File: src/design/adll_ram.sv
`default_nettype none

module adll_ram #(
   parameter int WIDTH = 8,
   parameter int DEPTH = 64
) (
   input  wire logic                     clock,
   input  wire logic                     wr_en,
   input  wire logic [$clog2(DEPTH)-1:0] wr_addr,
   input  wire logic [WIDTH-1:0]         wr_data,
   input  wire logic [$clog2(DEPTH)-1:0] rd_addr,
   output      logic [WIDTH-1:0]         rd_data
);

   logic [WIDTH-1:0] mem_ff [DEPTH];
   logic [WIDTH-1:0] rd_data_ff;

   // A read at the address being written returns the old contents.
   always_ff @(posedge clock) begin
      if (wr_en) begin
         mem_ff[wr_addr] <= wr_data;
      end
      rd_data_ff <= mem_ff[rd_addr];
   end

   assign rd_data = rd_data_ff;

endmodule

`default_nettype wire

File: config.mk
export PLATFORM = sky130hd
export DESIGN_NAME = adll_ram
export DESIGN_NICKNAME = d
export VERILOG_FILES = /design/src/design/adll_ram.sv
export SDC_FILE = /design/constraint.sdc
export NUM_CORES = 1
export LEC_CHECK = 0
export BUFFER_PORTS_ARGS = -buffer_cell sky130_fd_sc_hd__buf_2
export CAP_MARGIN = 0
export CORE_MARGIN = 3
export CORE_UTILIZATION = 65
export CTS_CLUSTER_SIZE = 10
export DETAILED_ROUTE_END_ITERATION = 10
export GPL_TIMING_DRIVEN = 0
export PLACE_DENSITY = 0.82
export SLEW_MARGIN = 10
export SYNTH_ARGS = -nofsm -noshare
export SYNTH_HDL_FRONTEND = slang
export SYNTH_SLANG_ARGS = --single-unit
File: constraint.sdc
create_clock -name clock -period 3.6 [get_ports clock]
set_input_delay 0.54 -clock clock [delete_from_list [all_inputs] [get_ports clock]]
set_output_delay 0.54 -clock clock [all_outputs]
set_load 0.05 [all_outputs]
==> results of run 1 <==
[registers in the layout, indices dropped and copies added, names as in the netlist]
name and cells:
mem_ff 512, rd_data 8
[final timing paths]
path                 startpoint         end  slack, ps
setup / recovery     rd_addr[1]  rd_data[6]        690
hold / removal       rd_addr[5]  rd_data[3]        460
setup reg to reg   mem_ff[3][3]  rd_data[3]       1190
hold reg to reg   mem_ff[34][0]  rd_data[0]        970
[routing by layer]
layer / part of all wire, % / up-vias / GRT usage, %
li1: - / 4081 / -
met1: 35 / 5301 / 44.04
met2: 47 / 961 / 46.80
met3: 14 / 167 / 7.674
met4: 4.1 / 2 / 10.79
met5: 0.087 / - / 0
[Yosys cell counts]
cell type | n | share of area (%)
nand4_1 | 2 | 0.062
nor4_1 | 2 | 0.062
o32ai_1 | 2 | 0.087
a31oi_1 | 1 | 0.031
nand3_1 | 13 | 0.32
o21a_1 | 2 | 0.074
nand3b_1 | 3 | 0.11
edfxtp_1 | 512 | 76
buf_1 | 4 | 0.074
buf_2 | 11 | 0.27
a22oi_1 | 3 | 0.11
o2111ai_1 | 3 | 0.13
clkbuf_1 | 17 | 0.32
dfxtp_1 | 8 | 0.79
and2_1 | 1 | 0.031
mux2_2 | 13 | 0.73
nor2b_1 | 14 | 0.43
buf_4 | 13 | 0.48
o22ai_1 | 8 | 0.25
o311ai_1 | 1 | 0.043
nand2b_1 | 7 | 0.22
mux4_2 | 126 | 14
o2bb2ai_1 | 3 | 0.13
mux2i_1 | 23 | 1.1
nand2_1 | 19 | 0.35
o221ai_1 | 8 | 0.35
o41ai_1 | 2 | 0.087
nor3_1 | 7 | 0.17
a2111oi_0 | 2 | 0.087
buf_12 | 2 | 0.20
a21oi_1 | 3 | 0.074
o221a_2 | 2 | 0.11
nand4b_1 | 1 | 0.043
o21ai_0 | 2 | 0.050
nor2_1 | 83 | 1.5
buf_6 | 4 | 0.22
o21ai_1 | 2 | 0.050
a221oi_1 | 6 | 0.26
or3_1 | 1 | 0.031
a211oi_1 | 4 | 0.15
[cell type report]
type | count | area share, %
Sequential cell | 520 | 69.50
Clock inverter | 1 | 0.03919
Tap cell | 390 | 2.183
Multi-Input combinational cell | 369 | 19.35
Timing Repair Buffer | 21 | 0.5038
Clock buffer | 82 | 6.992
Antenna cell | 1 | 0.01120
Buffer | 51 | 1.416
[power by group through the flow]
| stage | Clock, mW | Combinational, mW | Sequential (mW) |
|---|---|---|---|
| after floorplan | 0 | 0.357 | 6.88 |
| after global placement | 0 | 0.667 | 6.84 |
| after detailed placement | 0 | 0.686 | 6.85 |
| after CTS | 5.11 | 0.697 | 6.72 |
| after global routing | 5.34 | 0.739 | 6.72 |
| final | 5.11 | 0.716 | 6.72 |
[worst max-delay path, delay by kind of cell]
family / cells / cell delay, ps
AOI/OAI and AO/OA: 2 / 530
and+or+nand+nor: 3 / 870
buffers and inverters: 3 / 1370
[logic make-up (layout without fill, tap and decap cells)]
| kind of cell | after synthesis | count (layout) | synth area share (%) |
|---|---|---|---|
| mux | 162 | 162 | 15.94 |
| other cells | 0 | 1 | 0 |
| compound gates | 54 | 54 | 2.072 |
| simple gates | 153 | 153 | 3.387 |
| buf+inv | 51 | 155 | 1.570 |
| flops | 520 | 520 | 77.03 |
[through the flow]
step | total power, mW | utilization [%] | setup WS (ps) | instances
5_1_grt | 12.80 | 74.23 | 716.8 | 1435
3_5_place_dp | 7.532 | 68.94 | 283.3 | 1351
2_1_floorplan | 7.238 | - | 1392 | 940
3_3_place_gp | 7.507 | 68.94 | 353.5 | 1351
6_report | 12.55 | 74.23 | 685.6 | 1435
4_1_cts | 12.53 | 74.16 | 858.0 | 1434
==> impl_metrics.toml, run 1 <==
[setup_path]
cpMaxStageDelayCell = "buf_1"
path_class = "in -> reg"
critPathMaxFanout = 10
cp-end-kind = "flop"
ff2ff_path_depth = 4
crit_required_ps = 4000
crit_path_start_kind = "input pin"
cp.arrival_ps = 3310
path_cells = "buf_4 > buf_2 > buf_1 > nand2_1 > o221ai_1 > nor2_1 > nor3_1 > o32ai_1"
max_stage_delay_ps = 800

[floorplan]
rows = 63
start_util_pct = 66.97
die_x_um = 182.1
fp.dieH_um = 182.1
die_area_um2 = 33180
core_um2 = 30110
ios = 30

[cells_and_area]
fill_cells = 1578
drive_gt1_share_pct = 24.33
final_common_cell = "edfxtp_1"
multi_input_area_um2 = 4325
finalNetCount = 1042
design_area_um2 = 22350
layout_common_cells = "edfxtp_1 (512), mux4_2 (126), nor2_1 (83)"
areaGrowthSynthToFinish_pct = 10.83
seqCellArea_um2 = 15530

[clock_network]
clk_pin_slew_ps = 50
cts_num_sinks = 520
cts_buffer_depth = 3
clock_latency_ps = 580
hold_buffers = 0
htreeDepth = 2
cts_tree = "built"
cts_resized = 0
post-cts-setup-buffers = 0
ctsRootBufferMaster = "clkbuf_16"
numCtsBuffers = 57

[global_route]
grt_start_max_net_pins = 65
grt.total_usage_pct = 30.48
grt_pass1_vias = 10550
antenna_found_initial = 3
grt_pass1_wl_mm = 72.35
overflow = 0

[placed_design]
port_buffers = 21
post-dp-hpwl_mm = 28.92
placed_cell_area_um2 = 20760
place_congestion = 0.9817

[route]
vias = 10510
drc = 0
first_pass_iters = 7
drt_iter0_drc = 1917
vias_per_cell = 7.325
ant_nets = 0
wl_per_cell_um = 34.52
wl_mm = 49.54

[outcome]
outcome = "finished clean"

[synth]
synth_nets = 962
ys_ff_latch = 520
ys_seq_area_share_pct = 77.03
synthCells = 940
synth_area_um2 = 20170
synth_area_per_cell_um2 = 21.45
yosysWarnings = 0
yosysUniqueCellTypes = 40

[sta]
fin_setup_tns_ps = 0
skew_ps = 15.50
worst_slew_pin_slew_ps = 1265
slew_viol_final = 0
fin_crit_ps = 2914
hold_slack_ps = 455.7
fmax_mhz = 343.1
fin_crit_sh_pct = 80.95
setup-violations-final = 0
hold_viol_final = 0
rsz0062_at_grt = "no"
relSlewSlack_pct = 15.68

[power_and_ir_drop]
netSwitchingFraction_pct = 21.17
seq_power_share_pct = 53.6
powerDensity_nw_per_um2 = 561.5
clock_power_share_pct = 40.7
p_sw_mw = 2.656
p_leak_nw = 6.971
combPwrFrac_pct = 5.7
p_int_mw = 9.893
ir_drop_mv = 0.3850

[worst_hold_path]
worstHoldPathType = "in -> reg"
hold_depth = 2

[flow_run]
drv_cap = 0
Note: power is estimated with default switching activity, not from simulation.
==> inputs of run 2 (changes only) <==
Settings changed: CORE_UTILIZATION 65 to 62, PLACE_DENSITY 0.82 to 0.79.
Clock period 3.6 ns to 3.05 ns, I/O delays scaled along.
==> impl_metrics.toml, run 2 (same netlist as run 1, synthesis figures left out) <==
[floorplan]
rows = 65
start_util_pct = 63.42
ios = 30
fp.dieH_um = 186.4
die_x_um = 186.4
die_area_um2 = 34730
core_um2 = 31800

[clock_network]
hold_buffers = 0
cts_resized = 0
clock_latency_ps = 570
ctsRootBufferMaster = "clkbuf_16"
cts_tree = "built"
numCtsBuffers = 58
cts_num_sinks = 520
htreeDepth = 2
post-cts-setup-buffers = 0
cts_buffer_depth = 3
clk_pin_slew_ps = 50

[setup_path]
r2r_slack_ps = 870
cpMostUsedCell = "buf_2"
crit_required_ps = 3430
critPathMaxFanout = 10
path_class = "in -> reg"
setup.worst_path.start = "rd_addr[2]"
cp-end-kind = "flop"
ff2ff_path_depth = 4
r2r-end = "rd_data[3]"
max_stage_delay_ps = 630
cp.arrival_ps = 3140
cpMaxStageDelayCell = "clkbuf_1"
path_cells = "buf_2 > buf_4 > clkbuf_1 > buf_2 > o221ai_1 > o21a_1 > o41ai_1"
r2r_start = "mem_ff[3][3]"
crit_path_start_kind = "input pin"

[cells_and_area]
largest-register = "mem_ff"
fill_cells = 1859
final_common_cell = "edfxtp_1"
areaGrowthSynthToFinish_pct = 11.34
drive_gt1_share_pct = 24.57
design_area_um2 = 22450
finalNetCount = 1045
largest_register_ffs = 512
layout_common_cells = "edfxtp_1 (512), mux4_2 (126), nor2_1 (83)"

[sta]
relSlewSlack_pct = 18.13
fin_crit_sh_pct = 90.52
slew_viol_final = 0
hold_slack_ps = 323.6
skew_ps = 11.68
setup-violations-final = 0
worst_slew_pin_slew_ps = 1228
hold_viol_final = 0
fmax_mhz = 362.2
rsz0062_at_grt = "no"
fin_crit_ps = 2761

[global_route]
grt_pass1_wl_mm = 69.83
grt_start_max_net_pins = 65
grt.total_usage_pct = 27.55
grt_pass1_vias = 10300
overflow = 0
antenna_found_initial = 2

[route]
vias_per_cell = 6.904
ant_nets = 0
first_pass_iters = 6
wl_mm = 47.09
drc = 0
drt_iter0_drc = 1615
vias = 10230
wl_per_cell_um = 31.78

[placed_design]
placed_cell_area_um2 = 20820
port_buffers = 21
place_congestion = 1.014
post-dp-hpwl_mm = 28.70

[worst_hold_path]
hold_end = "mem_ff[38][3]"
min_from = "wr_data[3]"
worstHoldPathType = "in -> reg"
hold_depth = 1

[power_and_ir_drop]
p_leak_nw = 6.997
power_mw = 14.81
powerDensity_nw_per_um2 = 659.6
ir_drop_mv = 0.4402

[outcome]
outcome = "finished clean"

[flow_run]
drv_cap = 0
## run 2: changes by cell type in the layout (fill, tap and decap cells not counted), sizes merged
cell,change
clkbuf,-1
buf,+2
inv,+1
## run 2: how the worst max path moves through the flow
stage / end / slack [ps] / cells past startpoint
floorplan: rd_data[3] / 920 / 7
global placement: rd_data[6] / -150 / 8
detailed placement: rd_data[3] / -180 / 7
CTS: rd_data[3] / 410 / 7
global route: rd_data[3] / 240 / 7
finish: rd_data[3] / 290 / 7
## run 2: critical path, delay by kind of cell
| family | cells | cell delay (ps) |
|---|---|---|
| compound gates | 3 | 1050 |
| buf+inv | 4 | 1620 |
## run 2: report_power, final
group          switching (mW)  internal, mW  leakage, nW
Combinational           0.554         0.284         1.55
Sequential             0.0140          7.92         4.67
Clock                    2.54          3.50        0.768
## run 2: cell type report
type                       instances  area, µm²  share of cell area [%]
clock inverter                     2      17.52                 0.07802
sequential                       520      15530                   69.19
antenna                            1      2.502                 0.01115
timing repair buffer              23      147.6                  0.6576
multi-input combinational        369       4320                   19.24
clock buffer                      81       1569                   6.988
buffer                            51      316.6                   1.410
tap                              435      544.3                   2.424
## run 2: stage by stage
stage,TNS (ps),worst slack (ps),std cells,util (%)
after floorplan,0,924.8,940,-
after global placement,-358.8,-146.7,1396,65.46
after detailed placement,-618.4,-176.9,1396,65.46
after CTS,0,408.6,1479,70.45
after global routing,0,243.1,1482,70.61
final,0,289.1,1482,70.61
## run 2: metal layers
metal,part of all wire [%],wire length [µm],global-route usage [%],vias up
li1,-,-,-,4080
met3,12,5875,7.721,137
met1,38,17990,41.37,5248
met4,3.6,1707,9.043,4
met2,46,21500,40.35,762
met5,0.032,15,0,-
